$ cat src/sv/rlebg_pkg.sv
// shared types and constants for the run-length background decoder
package rlebg_pkg;

  // configuration register indexes
  localparam logic [1:0] REG_IMAGE_WIDTH  = 2'd0;
  localparam logic [1:0] REG_IMAGE_HEIGHT = 2'd1;
  localparam logic [1:0] REG_ROW_STRIDE   = 2'd2;

  localparam logic [11:0] RST_IMAGE_WIDTH  = 12'd320;
  localparam logic [11:0] RST_IMAGE_HEIGHT = 12'd200;
  localparam logic [12:0] RST_ROW_STRIDE   = 13'd320;

  // command class, taken from the two top bits of a command byte
  typedef enum logic [1:0] {
    CLS_FILL    = 2'd0,
    CLS_SPACED  = 2'd1,
    CLS_LITERAL = 2'd2,
    CLS_SKIP    = 2'd3
  } cmd_class_t;

  typedef struct packed {
    logic [7:0] data_byte;
    logic       last_byte;
    cmd_class_t cls;
    logic [5:0] count;
  } queue_item_t;

  typedef struct packed {
    logic [11:0] width;
    logic [11:0] height;
    logic [12:0] stride;
  } dims_t;

  typedef struct packed {
    logic        write_valid;
    logic [22:0] pixel_address;
    logic [7:0]  pixel_value;
    logic        last_of_run;
    logic        frame_done;
  } result_t;

endpackage

$ cat src/sv/rlebg_front.sv
// input side: takes bytes, classifies them and queues them for the executor
module rlebg_front (
  input  logic                  clk,
  input  logic                  rst_n,
  input  logic                  in_valid,
  output logic                  in_ready,
  input  logic [7:0]            in_data_byte,
  input  logic                  in_last_byte,
  output logic                  q_valid,
  output rlebg_pkg::queue_item_t q_item,
  input  logic                  q_pop
);
  import rlebg_pkg::*;

  queue_item_t mem_r [2];
  logic        wr_ptr_r, wr_ptr_nxt;
  logic        rd_ptr_r, rd_ptr_nxt;
  logic [1:0]  count_r, count_nxt;
  logic        push;
  logic        pop;
  queue_item_t new_item;

  always_comb begin
    new_item.data_byte = in_data_byte;
    new_item.last_byte = in_last_byte;
    new_item.count     = in_data_byte[5:0];
    case (in_data_byte[7:6])
      2'b11:   new_item.cls = CLS_SKIP;
      2'b10:   new_item.cls = CLS_LITERAL;
      2'b01:   new_item.cls = CLS_SPACED;
      default: new_item.cls = CLS_FILL;
    endcase
  end

  assign in_ready = (count_r != 2'd2);
  assign q_valid  = (count_r != 2'd0);
  assign q_item   = mem_r[rd_ptr_r];
  assign push     = in_valid && in_ready;
  assign pop      = q_pop && q_valid;

  always_comb begin
    wr_ptr_nxt = push ? ~wr_ptr_r : wr_ptr_r;
    rd_ptr_nxt = pop ? ~rd_ptr_r : rd_ptr_r;
    count_nxt  = count_r + 2'(push) - 2'(pop);
  end

  always_ff @(posedge clk) begin
    if (!rst_n) begin
      wr_ptr_r <= 1'b0;
      rd_ptr_r <= 1'b0;
      count_r  <= 2'd0;
    end else begin
      wr_ptr_r <= wr_ptr_nxt;
      rd_ptr_r <= rd_ptr_nxt;
      count_r  <= count_nxt;
    end
  end

  always_ff @(posedge clk) begin
    if (push) begin
      mem_r[wr_ptr_r] <= new_item;
    end
  end

endmodule

$ cat src/sv/rlebg_back.sv
// executor: keeps the decode state, expands runs into pixel writes
module rlebg_back (
  input  logic                   clk,
  input  logic                   rst_n,
  input  rlebg_pkg::dims_t       dims,
  input  logic                   q_valid,
  input  rlebg_pkg::queue_item_t q_item,
  output logic                   q_pop,
  output logic                   out_valid,
  input  logic                   out_ready,
  output rlebg_pkg::result_t     out_res
);
  import rlebg_pkg::*;

  typedef enum logic [1:0] {
    S_IDLE,
    S_RUN,
    S_FLUSH
  } state_t;

  state_t      state_r, state_nxt;
  logic [11:0] column_r, column_nxt;
  logic [11:0] row_r, row_nxt;
  logic [6:0]  runs_left_r, runs_left_nxt;
  logic [5:0]  repeat_r, repeat_nxt;
  logic        spaced_r, spaced_nxt;
  logic [5:0]  iter_r, iter_nxt;
  logic        pend_valid_r, pend_valid_nxt;
  logic [22:0] pend_addr_r, pend_addr_nxt;
  logic [7:0]  pend_value_r, pend_value_nxt;
  logic        pend_done_r, pend_done_nxt;
  logic        out_valid_r, out_valid_nxt;
  result_t     out_res_r, out_res_nxt;

  logic        out_space;
  logic        push;
  result_t     push_res;
  logic [12:0] width13;
  logic        frame_over;
  // command path
  logic [12:0] cmd_x;
  logic        cmd_wrap;
  logic [11:0] cmd_row;
  // run path
  logic [12:0] cur_col;
  logic [12:0] next_col;
  logic        emit;
  logic        run_wrap;
  logic [11:0] row_inc;
  logic        pix_done;
  logic [24:0] prod;
  logic [22:0] pix_addr;
  logic        run_end;

  assign out_space  = !out_valid_r || out_ready;
  assign width13    = {1'b0, dims.width};
  assign frame_over = (row_r >= dims.height);

  always_comb begin
    if (q_item.cls == CLS_SKIP) begin
      cmd_x = {1'b0, column_r} + 13'(q_item.count) + 13'd1;
    end else begin
      cmd_x = {1'b0, column_r};
    end
    cmd_wrap = (cmd_x >= width13);
    cmd_row  = row_r + 12'(cmd_wrap);
  end

  // one pixel step of a run
  always_comb begin
    cur_col  = {1'b0, column_r} + 13'(spaced_r);
    emit     = (cur_col < width13);
    next_col = cur_col + 13'd1;
    run_wrap = (next_col >= width13);
    row_inc  = row_r + 12'd1;
    pix_done = run_wrap && (row_inc >= dims.height);
    prod     = 25'(row_r) * 25'(dims.stride);
    pix_addr = prod[22:0] + 23'(cur_col);
    run_end  = (iter_r == repeat_r) || pix_done;
  end

  always_comb begin
    state_nxt      = state_r;
    column_nxt     = column_r;
    row_nxt        = row_r;
    runs_left_nxt  = runs_left_r;
    repeat_nxt     = repeat_r;
    spaced_nxt     = spaced_r;
    iter_nxt       = iter_r;
    pend_valid_nxt = pend_valid_r;
    pend_addr_nxt  = pend_addr_r;
    pend_value_nxt = pend_value_r;
    pend_done_nxt  = pend_done_r;
    q_pop          = 1'b0;
    push           = 1'b0;
    push_res       = '0;

    case (state_r)
      S_IDLE: begin
        if (q_valid) begin
          if (frame_over) begin
            if (out_space) begin
              push                = 1'b1;
              push_res.last_of_run = 1'b1;
              push_res.frame_done  = 1'b1;
              q_pop               = 1'b1;
            end
          end else if (runs_left_r == 7'd0) begin
            if (out_space) begin
              repeat_nxt = 6'd0;
              spaced_nxt = (q_item.cls == CLS_SPACED);
              case (q_item.cls)
                CLS_LITERAL: runs_left_nxt = 7'(q_item.count) + 7'd1;
                CLS_SPACED:  begin
                  runs_left_nxt = 7'd1;
                  repeat_nxt    = q_item.count;
                end
                CLS_FILL: begin
                  runs_left_nxt = 7'd1;
                  repeat_nxt    = q_item.count;
                end
                default: runs_left_nxt = runs_left_r;
              endcase
              column_nxt           = cmd_wrap ? 12'd0 : cmd_x[11:0];
              row_nxt              = cmd_row;
              push                 = 1'b1;
              push_res.last_of_run = 1'b1;
              push_res.frame_done  = (cmd_row >= dims.height);
              q_pop                = 1'b1;
            end
          end else begin
            iter_nxt       = 6'd0;
            pend_valid_nxt = 1'b0;
            state_nxt      = S_RUN;
          end
        end
      end

      S_RUN: begin
        // hold the step while a finished pixel cannot move out
        if (!(emit && pend_valid_r && !out_space)) begin
          if (emit) begin
            if (pend_valid_r) begin
              push                   = 1'b1;
              push_res.write_valid   = 1'b1;
              push_res.pixel_address = pend_addr_r;
              push_res.pixel_value   = pend_value_r;
              push_res.frame_done    = pend_done_r;
            end
            pend_valid_nxt = 1'b1;
            pend_addr_nxt  = pix_addr;
            pend_value_nxt = q_item.data_byte;
            pend_done_nxt  = pix_done;
          end
          if (run_wrap) begin
            column_nxt = 12'd0;
            row_nxt    = row_inc;
          end else begin
            column_nxt = next_col[11:0];
          end
          iter_nxt = iter_r + 6'd1;
          if (run_end) begin
            state_nxt = S_FLUSH;
          end
        end
      end

      S_FLUSH: begin
        if (out_space) begin
          push                 = 1'b1;
          push_res.last_of_run = 1'b1;
          if (pend_valid_r) begin
            push_res.write_valid   = 1'b1;
            push_res.pixel_address = pend_addr_r;
            push_res.pixel_value   = pend_value_r;
            push_res.frame_done    = pend_done_r;
          end else begin
            push_res.frame_done = frame_over;
          end
          runs_left_nxt  = runs_left_r - 7'd1;
          pend_valid_nxt = 1'b0;
          q_pop          = 1'b1;
          state_nxt      = S_IDLE;
        end
      end

      default: state_nxt = S_IDLE;
    endcase

    // the final byte of a stream returns the decode state to reset
    if (q_pop && q_item.last_byte) begin
      column_nxt    = 12'd0;
      row_nxt       = 12'd0;
      runs_left_nxt = 7'd0;
      repeat_nxt    = 6'd0;
      spaced_nxt    = 1'b0;
    end

    if (push) begin
      out_valid_nxt = 1'b1;
      out_res_nxt   = push_res;
    end else begin
      out_valid_nxt = out_valid_r && !out_ready;
      out_res_nxt   = out_res_r;
    end
  end

  always_ff @(posedge clk) begin
    if (!rst_n) begin
      state_r      <= S_IDLE;
      column_r     <= 12'd0;
      row_r        <= 12'd0;
      runs_left_r  <= 7'd0;
      repeat_r     <= 6'd0;
      spaced_r     <= 1'b0;
      iter_r       <= 6'd0;
      pend_valid_r <= 1'b0;
      out_valid_r  <= 1'b0;
    end else begin
      state_r      <= state_nxt;
      column_r     <= column_nxt;
      row_r        <= row_nxt;
      runs_left_r  <= runs_left_nxt;
      repeat_r     <= repeat_nxt;
      spaced_r     <= spaced_nxt;
      iter_r       <= iter_nxt;
      pend_valid_r <= pend_valid_nxt;
      out_valid_r  <= out_valid_nxt;
    end
    pend_addr_r  <= pend_addr_nxt;
    pend_value_r <= pend_value_nxt;
    pend_done_r  <= pend_done_nxt;
    out_res_r    <= out_res_nxt;
  end

  assign out_valid = out_valid_r;
  assign out_res   = out_res_r;

endmodule

$ cat src/sv/rle_background_decoder_core.sv
// top level of the run-length background decoder
// Input channel (in_valid/in_ready): one body byte of the coded image per item,
// in_last_byte marks the final byte of a stream; after it the decode state
// (column, row, pending run, command) goes back to its reset value.
// Result channel (out_valid/out_ready): pixel writes, address = row * stride
// + column; a byte that paints nothing gives one item with write_valid low.
// out_last_of_run marks the final item caused by each input byte.
// Config port: cfg_write_en with cfg_index 0 width, 1 height, 2 row stride;
// write only while the block is idle. Reset loads 320, 200 and 320.
// Timing: an accepted byte sits in a two-entry queue; a command byte's result
// is registered in the output register, a data byte's pixels pass the pending
// pixel register, then the output register. The executor takes a command byte
// or a byte after the frame end in its idle state; a data byte goes through
// pixel steps (one step per cycle unless a finished pixel cannot move out) and
// a flush step closing the run. The executor's pixel loop sets the throughput.
// A stalled receiver holds the output register; the executor waits and the
// queue keeps taking bytes until both entries are full.
module rle_background_decoder_core #(
  parameter int unsigned MAX_DIMENSION = 2048
) (
  input  logic        clk,
  input  logic        rst_n,
  input  logic        in_valid,
  output logic        in_ready,
  input  logic [7:0]  in_data_byte,
  input  logic        in_last_byte,
  output logic        out_valid,
  input  logic        out_ready,
  output logic        out_write_valid,
  output logic [22:0] out_pixel_address,
  output logic [7:0]  out_pixel_value,
  output logic        out_last_of_run,
  output logic        out_frame_done,
  input  logic        cfg_write_en,
  input  logic [1:0]  cfg_index,
  input  logic [12:0] cfg_data
);
  import rlebg_pkg::*;

  localparam int unsigned DIM_CAP = (MAX_DIMENSION > 4095) ? 4095 : MAX_DIMENSION;
  localparam logic [11:0] DIM_CAP_V = 12'(DIM_CAP);

  logic [11:0] width_r, height_r;
  logic [12:0] stride_r;
  dims_t       dims;
  logic        q_valid;
  queue_item_t q_item;
  logic        q_pop;
  result_t     res;

  always_ff @(posedge clk) begin
    if (!rst_n) begin
      width_r  <= RST_IMAGE_WIDTH;
      height_r <= RST_IMAGE_HEIGHT;
      stride_r <= RST_ROW_STRIDE;
    end else if (cfg_write_en) begin
      case (cfg_index)
        REG_IMAGE_WIDTH:  width_r  <= cfg_data[11:0];
        REG_IMAGE_HEIGHT: height_r <= cfg_data[11:0];
        REG_ROW_STRIDE:   stride_r <= cfg_data;
        default: ;
      endcase
    end
  end

  // dimensions saturate at the largest supported frame
  always_comb begin
    dims.width  = (width_r > DIM_CAP_V) ? DIM_CAP_V : width_r;
    dims.height = (height_r > DIM_CAP_V) ? DIM_CAP_V : height_r;
    dims.stride = stride_r;
  end

  rlebg_front u_front (
    .clk          (clk),
    .rst_n        (rst_n),
    .in_valid     (in_valid),
    .in_ready     (in_ready),
    .in_data_byte (in_data_byte),
    .in_last_byte (in_last_byte),
    .q_valid      (q_valid),
    .q_item       (q_item),
    .q_pop        (q_pop)
  );

  rlebg_back u_back (
    .clk       (clk),
    .rst_n     (rst_n),
    .dims      (dims),
    .q_valid   (q_valid),
    .q_item    (q_item),
    .q_pop     (q_pop),
    .out_valid (out_valid),
    .out_ready (out_ready),
    .out_res   (res)
  );

  assign out_write_valid   = res.write_valid;
  assign out_pixel_address = res.pixel_address;
  assign out_pixel_value   = res.pixel_value;
  assign out_last_of_run   = res.last_of_run;
  assign out_frame_done    = res.frame_done;

endmodule
$ cat config.mk
export PLATFORM = sky130hd
export DESIGN_NAME = rle_background_decoder_core
export DESIGN_NICKNAME = d
export VERILOG_FILES = /design/src/sv/rlebg_pkg.sv /design/src/sv/rlebg_front.sv /design/src/sv/rlebg_back.sv /design/src/sv/rle_background_decoder_core.sv
export SDC_FILE = /design/constraint.sdc
export NUM_CORES = 1
export LEC_CHECK = 0
export BUFFER_PORTS_ARGS = -buffer_cell sky130_fd_sc_hd__buf_2
export CORE_ASPECT_RATIO = 1.1
export CORE_MARGIN = 2
export CORE_UTILIZATION = 48
export DETAILED_ROUTE_END_ITERATION = 8
export RECOVER_POWER = 50
export SLEW_MARGIN = 20
export SYNTH_ARGS = -nofsm -noshare
export SYNTH_HDL_FRONTEND = slang
export SYNTH_SLANG_ARGS = --single-unit
$ cat constraint.sdc
create_clock -name clk -period 16.3 [get_ports clk]
set_input_delay 0.815 -clock clk [delete_from_list [all_inputs] [get_ports clk]]
set_output_delay 0.815 -clock clk [all_outputs]
set_load 0.02 [all_outputs]
### Word-level counts from Yosys, hierarchy flattened

Memory sizes are Yosys's and may differ from the RTL's. A register that Yosys moved wholly into a read port is not among the register bits.
Cells that the tools add are included.

* $add $sub $neg: 12
* muxes and demuxes: 76
* multipliers: 1
* bitwise operators: 5
* magnitude comparators: 8
* eq/ne operators: 23
* reductions and logical operators: 33

Operators with widths (count)
* two-way mux 12 bit: 15
* two-way mux 32 bit: 3
* one-hot mux 32 bit (2 select lines): 1
* one-hot mux 12 bit (2 select lines): 2
* greater-or-equal comparator 12 bit: 3
* two-way mux 7 bit: 5
* two-way mux 34 bit: 1
* two-way mux 6 bit: 5
* one-hot mux 7 bit (2 select lines): 2
* adder 13 x 1 -> 13 bit, second input constant: 2
* greater-or-equal comparator 13 x 12 -> 1 bit: 2
* greater-than comparator 12 bit, second input constant: 2
* adder 23 x 13 -> 23 bit: 1
* multiplier 12 x 13 -> 23 bit: 1
* two-way mux 1 bit: 22
* two-way mux 2 bit: 11
* AND reduction 7 bit: 3
* adder 12 x 1 -> 13 bit: 1
* adder 12 x 6 -> 13 bit: 1
* less-than comparator 13 x 12 -> 1 bit: 1
* two-way mux 13 bit: 1
* adder 12 x 1 -> 12 bit: 1
* adder 12 x 1 -> 12 bit, second input constant: 1
* equality test 2 bit, second input constant: 6
* 27 further kinds: 65

* bits in writable memories: 34
* input bits: 29
* logic and storage cells: 182
* memories: 1
* register bits after elaboration: 155
* output and inout bits: 36

Memories
* u_front.mem_r: depth 2, bits a word 17, read ports 1, clocked after memory_dff 1, wr ports 1, line rlebg_front.sv:15 `queue_item_t mem_r [2];`

### Depth between registers and ports, before layout

Gate-level depths: netlist of run 1.

* word-level depth: 11
* gate-level depth with buffers: 27

### Modules after synthesis

From an unflattened synthesis of run 1, not the netlist that was laid out.

* cell total of the unflattened synthesis: 1655
* area total of the unflattened synthesis: 15610.0 µm²

By module, submodules not included
* rlebg_back: seq. area each 2942.8 µm², instances 1, area an instance 12921.1 µm², cells an instance 1417
* rle_background_decoder_core: seq. area each 740.7 µm², instances 1, area an instance 1584.0 µm², cells an instance 167
* rlebg_front: seq. area each 760.7 µm², instances 1, area an instance 1104.8 µm², cells an instance 71

### Worst setup path after synthesis of run 1

OpenSTA, ideal clock, no wires.

* kind: register -> register
* from: register u_back.column_r[0]
* to: register u_back.out_res_r (netlist bit u_back.out_res[0]) (enable)
* cell stages (with the launch flop): 15
* setup slack: 10402 ps
* data arrival time: 5431 ps
* data required time: 15833 ps
* buffers on the path: 0
* cell sequence: dfxtp_1 -> ha_1 -> ha_1 -> nand3_1 -> nor2_1 -> nand2_1 -> xor2_1 -> inv_1 -> ha_1 -> a211o_1 -> a211o_1 -> o21a_1 -> nor4_1 -> a21boi_0 -> nor3_1

* longest elaborated chain between the ends: 6

RTL lines
* start, declared: line rlebg_back.sv:22 `logic [11:0] column_r, column_nxt;`
* start signal, assigned: line rlebg_back.sv:221 `column_r <= column_nxt;`
* adder 12 x 1 -> 13 bit *: line rlebg_back.sv:71 `cur_col = {1'b0, column_r} + 13'(spaced_r);`
* less-than comparator 13 x 12 -> 1 bit *: line rlebg_back.sv:72 `emit = (cur_col < width13);`
* logical AND 1 bit (2 in a row): line rlebg_back.sv:141 `if (!(emit && pend_valid_r && !out_space)) begin`
* two-way mux 1 bit *: line rlebg_back.sv:141
* one-hot mux 1 bit (3 select lines) *: line rlebg_back.sv:98 `case (state_r)`
* net u_back.push: line rlebg_back.sv:36 `logic push;`
* end signal, assigned: line rlebg_back.sv:233 `out_res_r <= out_res_nxt;`
* end, declared: line rlebg_back.sv:33 `result_t out_res_r, out_res_nxt;`

The timed path passes the listed nets; every way through them passes the cells marked *.
A chain may end at the register's enable or synchronous reset.

### Worst setup path in the final report of run 1

* from: register u_back.column_r[0]
* to: register u_back.pend_addr_r[22], data pin

* longest elaborated chain between the ends: 2

RTL lines
* adder 12 x 1 -> 13 bit: line rlebg_back.sv:71
* adder 23 x 13 -> 23 bit: line rlebg_back.sv:78 `pix_addr = prod[22:0] + 23'(cur_col);`
* net u_back.pix_addr[22]: line rlebg_back.sv:52 `logic [22:0] pix_addr;`
* end signal, assigned: line rlebg_back.sv:230 `pend_addr_r <= pend_addr_nxt;`
* end, declared: line rlebg_back.sv:29 `logic [22:0] pend_addr_r, pend_addr_nxt;`

The timed path passes the listed nets, and every way through them passes these cells.

==> results.txt, run 1 <==
Post-Route WL: 36590 µm
DRC viols: 0
Leakage Power: 7.314 nW
Initial antenna violation count: 0
Critical path class: register to register
Syn nets: 1975
Detailed Routing Iterations Pass 1: 7
WHS Path Cells: 2
Failing checks: capacitance limit, slew limit
Fillers: 2978
Fin. Hold Viols: 0
TritonCTS clock tree: done
Final nets: 1982
PortBufs: 64
Placer Congestion: 0.8723
Worst hold start: width_r[0]$_SDFFE_PN0P_
Reg2reg setup slack: 9790 ps
CP peak stage delay: 940 ps
Via count: 11608
Crit Path Max Fanout: 12
Wirelength per Cell: 17.34 µm
Cell variety after synth: 73
Final ANT Viol Nets: 0
Startpoint Class: register
Non-Filler Instances: 2110
CP bufs+invs: 1
DRC marker count from the first detailed-route iteration: 587
Worst min path class: register to register
Seq/Total Area, Yosys: 0.2904
Initial Util: 0.4875
Largest net degree at the start of global routing: 62
Worst path cell trace: ha_1 -> ha_1 -> nand3_1 -> nor2_1 -> nand2_1 -> xor2_1 -> fa_1 -> inv_1 -> fa_1 -> fa_1 -> fa_1 -> ha_1 -> and3_1 -> nand2_1 -> o311ai_0 -> nand4_1 -> nand4b_1 -> a21oi_1 -> xnor2_1
Ant diodes: 0
Num CTS Buffers: 17
VDD IR max: 0.1059 mV
Clk_skew: 26.61 ps
PD cells: 123.0 nW/µm²
Hold_buf cts: 0
First-pass GRT wire length: 60170 µm
R2r endpoint: u_back.pend_addr_r[22]$_DFFE_PP_
Hold EP: width_r[0]$_SDFFE_PN0P_
PostCTS Resize Cnt: 0
Max cap viols: 2
CP max stage cell: o311ai_0
CP dominant cell by count: fa_1
Setup slack after layout: 9792 ps
TritonCTS Sinks: 178
Post-Syn Area: 15310 µm²
Cell depth of the worst setup path: 19
Worst-Margin Slew: 2396 ps
Critical Path AT: 6700 ps
Clock-pin slew on the worst setup and hold paths: 80 ps
Register bit total from synthesis: 178
Vias in the first global route: 11652
CP Capture Type: register
Clk_lat worst skew: 460 ps
Final Setup Violations: 0
Area of the multi-input gates: 9913 µm²
Reg2reg path depth: 19
Total track usage: 0.2271
Worst rel slew slack: -0.5975
Setup tns final: 0 ps
Post-synth ARST share: 0
Register area: 4444 µm²
Buffer depth of the longest clock path: 2
Mapped Cells: 1670
Status: complete, but fails checks
Core Area: 31400 µm²
Max-slew violations: 86
Post-CTS setup buffer count: 0
RSZ-0062 raised after global routing: false
Vias/cell: 5.501
Fin crit share: 0.3992
RR Startpoint: u_back.column_r[0]$_SDFFE_PP0P_
CP required: 16490 ps
Row cnt: 68
Share of layout cells above drive strength 1: 0.04852
Synthesized area per cell: 9.165 µm²
Placed insts: 2078
HPWL after DPL: 28070 µm
Place WS: 9908 ps
Grt ovf: 0
Die Y: 191.3 µm
Area grow syn2layout: 7.594%
CTS H-tree depth: 4
Synth Warn #: 0
Final min period: 6508 ps
Maximum clock rate: 0.1537 GHz
Ports: 65
Die W: 174.3 µm
Ys flop type: dfxtp_1
Crit-path leading delay family: adder cells
EDFF count, synth: 88
Root buf cell: clkbuf_16
Die area: 33330 µm²
-- cell usage in the layout, fill, tap and decap left out, types with 8 or more instances in the layout --
| cell | netlist | layout |
|---|---|---|
| clkbuf_16 | 0 | 17 |
| nor3_1 | 23 | 22 |
| and3_1 | 11 | 11 |
| nand4_1 | 13 | 13 |
| xor2_1 | 31 | 31 |
| and2_1 | 86 | 82 |
| o2111ai_1 | 8 | 8 |
| nor2_1 | 65 | 65 |
| nor2b_1 | 15 | 15 |
| o31ai_1 | 8 | 8 |
| nand3_1 | 41 | 41 |
| a21boi_0 | 33 | 32 |
| xnor2_1 | 56 | 56 |
| ha_1 | 154 | 154 |
| edfxtp_1 | 88 | 88 |
| nand2_1 | 271 | 271 |
| o21ai_1 | 8 | 9 |
| a21oi_1 | 70 | 70 |
| buf_4 | 1 | 10 |
| mux2i_1 | 12 | 12 |
| dfxtp_1 | 90 | 90 |
| o21a_1 | 10 | 10 |
| inv_1 | 170 | 170 |
| clkbuf_1 | 72 | 40 |
| a21o_1 | 14 | 14 |
| buf_2 | 5 | 24 |
| nand2b_1 | 14 | 14 |
| a221oi_1 | 11 | 11 |
| fa_1 | 122 | 122 |
| o21ai_0 | 56 | 55 |
-- through the flow --
stage / hold WS [ps] / power (W) / instance area, µm² / utilization
after CTS: 470.2 / 0.002047 / 16520 / 0.5261
after global routing: 502.1 / 0.002174 / 16470 / 0.5246
after global placement: 452.2 / 0.001595 / 15910 / 0.5068
after detailed placement: 459.2 / 0.001615 / 15920 / 0.5069
final: 473.0 / 0.002026 / 16470 / 0.5246
after floorplan: 438.9 / 0.001357 / 15310 / -
-- worst register-to-register path, stage by stage, from the launching register on --
cell	delay, ps
dfxtp_1	370
ha_1	310
ha_1	440
nand3_1	250
nor2_1	310
nand2_1	110
xor2_1	360
fa_1	480
inv_1	80
fa_1	460
fa_1	480
fa_1	490
ha_1	360
and3_1	190
nand2_1	50
o311ai_0	940
nand4_1	200
nand4b_1	150
a21oi_1	90
xnor2_1	130
-- synthesized netlist by cell type (all sizes together) (4+ instances only) --
library cell / n / area (µm²)
a211o: 5 / 43.79
a211oi: 7 / 52.55
a21boi: 33 / 247.7
a21o: 14 / 105.1
a21oi: 70 / 350.3
a221oi: 11 / 96.34
a31oi: 5 / 31.28
and2: 86 / 538.0
and3: 11 / 68.82
buf: 14 / 62.56
clkbuf: 72 / 270.3
dfxtp: 90 / 1802
edfxtp: 88 / 2643
fa: 122 / 2442
ha: 154 / 1927
inv: 170 / 638.1
mux2: 5 / 56.30
mux2i: 12 / 120.1
nand2: 272 / 1023
nand2b: 14 / 87.58
nand3: 41 / 205.2
nand3b: 6 / 45.04
nand4: 14 / 93.84
nand4b: 4 / 35.03
nor2: 65 / 244.0
nor2b: 15 / 93.84
nor3: 23 / 115.1
nor4: 4 / 25.02
o2111ai: 8 / 70.07
o211ai: 6 / 45.04
o21a: 10 / 75.07
o21ai: 64 / 320.3
o31ai: 8 / 60.06
or3: 7 / 43.79
or4: 6 / 45.04
xnor2: 56 / 490.5
xor2: 31 / 271.5
-- registers in the layout, indices dropped and copies added (netlist names), 6 cells and up, named ones only --
name and cells:
u_back.row_r 12, u_back.runs_left_r 7, u_front.mem_r 22, u_back.pend_addr_r 23, u_back.column_r 12, width_r 12
u_back.pend_value_r 8, u_back.repeat_r 6, stride_r 13, u_back.out_res 34, height_r 12, u_back.iter_r 6
-- kinds of logic (layout without fill, tap and decap cells) --
family / Yosys count / after routing / share of synthesized area
AOI/OAI and AO/OA: 275 / 275 / 0.1184
xor gates and xnor gates: 87 / 87 / 0.04978
adders and majority gates: 276 / 276 / 0.2855
buffers and inverters: 256 / 276 / 0.06343
DFF: 178 / 178 / 0.2904
muxes: 17 / 17 / 0.01153
and+or+nand+nor: 581 / 581 / 0.1811
-- cell type report --
class	count	area share
Multi-Input combinational cell	1236	0.6020
Sequential cell	178	0.2699
Clock inverter	15	0.01071
Inverter	170	0.03875
Tap cell	420	0.03191
Timing Repair Buffer	74	0.02097
Clock buffer	17	0.02583
-- worst max path at each step --
| stage | from | endpoint | slack, ps |
|---|---|---|---|
| after global routing | register | u_back.out_res[0]$_DFFE_PP_ | 9460 |
| after floorplan | u_back.column_r[0]$_SDFFE_PP0P_ | u_back.out_res[0]$_DFFE_PP_ | 10400 |
| after CTS | u_back.column_r[0]$_SDFFE_PP0P_ | u_back.pend_addr_r[22]$_DFFE_PP_ | 9870 |
| after global placement | u_back.column_r[0]$_SDFFE_PP0P_ | u_back.pend_addr_r[16]$_DFFE_PP_ | 10020 |
| after detailed placement | u_back.column_r[0]$_SDFFE_PP0P_ | u_back.pend_addr_r[22]$_DFFE_PP_ | 9910 |
| final | u_back.column_r[0]$_SDFFE_PP0P_ | u_back.pend_addr_r[22]$_DFFE_PP_ | 9790 |
-- report_power, final --
part / total [W] / switching [W] / internal (W) / leakage, nW
Sequential: 0.000696 / 0.0000911 / 0.000605 / 1.57
Clock: 0.000431 / 0.000222 / 0.000209 / 0.294
Combinational: 0.000899 / 0.000581 / 0.000319 / 5.45
Total: 0.00203 / 0.000893 / 0.00113 / 7.31
-- metal layers --
layer / wire (µm) / up-vias / GRT usage
li1: - / 5650 / -
met1: 16050 / 5657 / 0.2800
met2: 18290 / 244 / 0.4060
met3: 1113 / 57 / 0.02924
met4: 1122 / 0 / 0.08500
met5: 0 / - / 0
Power figures use the tool's default switching activity.
==> run 2: changes to the inputs <==
==> constraint.sdc (replaced) <==
create_clock -name clk -period 6.22 [get_ports clk]
set_input_delay 0.311 -clock clk [delete_from_list [all_inputs] [get_ports clk]]
set_output_delay 0.311 -clock clk [all_outputs]
set_load 0.02 [all_outputs]
==> run 2 against run 1 <==
The run still ends with capacitance limit, slew limit left. Maximum frequency rose by 13%. Cell area rose by 0.93%. First-iteration DRC count is 10% higher. Cell count is 1.1% higher. Hold slack worse by 440 ps. Clock skew is 12 ps lower. Sequential cell count unchanged. Critical endpoint is now u_back.out_res[0]$_DFFE_PP_. Global-route usage is 0.17 points higher. Non-clock buffer count up 23. Total power rose to 2.6 times the previous value. Critical path type unchanged. Routed wire length is 0.40% lower.
==> results.txt, run 2 (synthesized netlist as in run 1, its figures left out) <==
Status: complete, but fails checks
Failing checks: capacitance limit, slew limit
CP Capture Type: register
PD cells: 319.1 nW/µm²
Combinational power share: 0.455
TritonCTS Sinks: 178
VDD IR max: 0.3028 mV
Buffer depth of the longest clock path: 2
Maximum clock rate: 0.1738 GHz
Num CTS Buffers: 17
WHS Path Cells: 1
Via count: 11600
Worst min path class: input pin to register
Root buf cell: clkbuf_16
Vias in the first global route: 11962
Total track usage: 0.2288
P_sw: 0.002313 W
Fin. Hold Viols: 0
Setup tns final: 0 ps
Crit Path Max Fanout: 14
Post-CTS setup buffer count: 0
Hold_buf cts: 0
Area grow syn2layout: 8.600%
Non-Filler Instances: 2133
R2r endpoint: u_back.out_res[0]$_DFFE_PP_
RSZ-0062 raised after global routing: false
Flop pwr share: 0.335
CTS H-tree depth: 4
Ant diodes: 0
Die W: 174.3 µm
Max cap viols: 2
DRC marker count from the first detailed-route iteration: 648
Clk_lat worst skew: 460 ps
Critical Path AT: 5920 ps
Leakage Power: 7.423 nW
Grt ovf: 0
Sw frac: 0.4360
TritonCTS clock tree: done
Core Area: 31400 µm²
Row cnt: 68
CP required: 6390 ps
Die area: 33330 µm²
Max reg flops: 34
Worst hold start: in_last_byte
Int Pwr: 0.002991 W
Worst-Margin Slew: 2377 ps
Largest net degree at the start of global routing: 62
Clock share of power: 0.210
Fin crit share: 0.9253
Die Y: 191.3 µm
Initial antenna violation count: 0
Final Setup Violations: 0
First-pass GRT wire length: 60840 µm
Clk_skew: 14.83 ps
Final ANT Viol Nets: 0
Worst rel slew slack: -0.5847
HPWL after DPL: 28530 µm
PortBufs: 64
Post-Route WL: 36440 µm
Placer Congestion: 0.9030
Most frequent cells in the layout: nand2_1, inv_1, ha_1
PostCTS Resize Cnt: 0
Final nets: 2005
Ports: 65
Vias/cell: 5.438
Hold EP: u_front.mem_r[1][8]$_DFFE_PP_
Startpoint Class: register
DRC viols: 0
Reg2reg setup slack: 460 ps
Commonest non-fill, non-tap cell in the layout: nand2_1
Max-slew violations: 62
Critical path class: register to register
Wirelength per Cell: 17.08 µm
Reg2reg path depth: 27
Placed insts: 2101
Clock-pin slew on the worst setup and hold paths: 90 ps
Share of layout cells above drive strength 1: 0.05779
Initial Util: 0.4875
Detailed Routing Iterations Pass 1: 5
Final min period: 5755 ps
## run 2: per-stage QoR
stage / hold slack, ps / util / total power, W / instance area (µm²) / setup slack, ps
after floorplan: 409.9 / - / 0.003557 / 15310 / 321.8
after global placement: 453.4 / 0.5123 / 0.004205 / 16080 / 614.9
after detailed placement: 457.9 / 0.5123 / 0.004239 / 16080 / 466.1
after CTS: 23.16 / 0.5315 / 0.005362 / 16690 / 469.6
after global routing: 25.41 / 0.5295 / 0.005704 / 16620 / 67.06
final: 34.74 / 0.5295 / 0.005304 / 16620 / 464.9
## run 2: worst max-delay path by stage
stage | startpoint | end | cells past startpoint
after floorplan | u_back.column_r[0]$_SDFFE_PP0P_ | u_back.out_res[0]$_DFFE_PP_ | 14
after global placement | u_back.column_r[0]$_SDFFE_PP0P_ | u_back.pend_addr_r[19]$_DFFE_PP_ | 20
after detailed placement | u_back.column_r[0]$_SDFFE_PP0P_ | u_back.pend_addr_r[19]$_DFFE_PP_ | 19
after CTS | u_back.column_r[0]$_SDFFE_PP0P_ | u_back.pend_addr_r[19]$_DFFE_PP_ | 19
after global routing | u_back.column_r[0]$_SDFFE_PP0P_ | u_back.pend_addr_r[20]$_DFFE_PP_ | 20
final | register | u_back.out_res[0]$_DFFE_PP_ | 27
## run 2: cell type report
type                       count  area, µm²
fill                        2934      14770
multi-input combinational   1236       9907
sequential                   178       4444
inverter                     170      638.1
tap                          420      525.5
timing repair buffer          97      503.0
clock buffer                  17      425.4
clock inverter                15      178.9
## run 2: metal layers
metal  up-vias  track usage  routed length [µm]
li1       5695            -                   -
met1      5607       0.2838               16140
met2       247       0.4145               18270
met3        51      0.02725                1200
met4         0      0.07369                 832
met5         -            0                   0
## run 2: critical path: stages (launching register included)
cell       delay (ps)
dfxtp_1           310
buf_4             220
mux2i_1           200
clkbuf_1          200
ha_1              190
inv_1              50
fa_1              400
a21oi_1           200
o21ai_0           130
o221ai_1          410
nor2_1            100
xor2_1            170
ha_1              200
a21o_1            170
a21o_1            160
a21oi_1           120
o21ai_0           100
or2_2             320
ha_1              210
nand3_1           180
nor2_1             90
xor2_1            150
ha_1              200
or4_1             530
a21oi_1           120
o21ai_0            90
o2111ai_1         110
a311oi_1          120
## run 2: power groups by stage
stage	combinational [W]	sequential (W)	clock, W
detailed placement	0.00244	0.00180	0
CTS	0.00245	0.00177	0.00114
global route	0.00271	0.00181	0.00118
finish	0.00241	0.00178	0.00112
global placement	0.00241	0.00179	0
floorplan	0.00168	0.00188	0
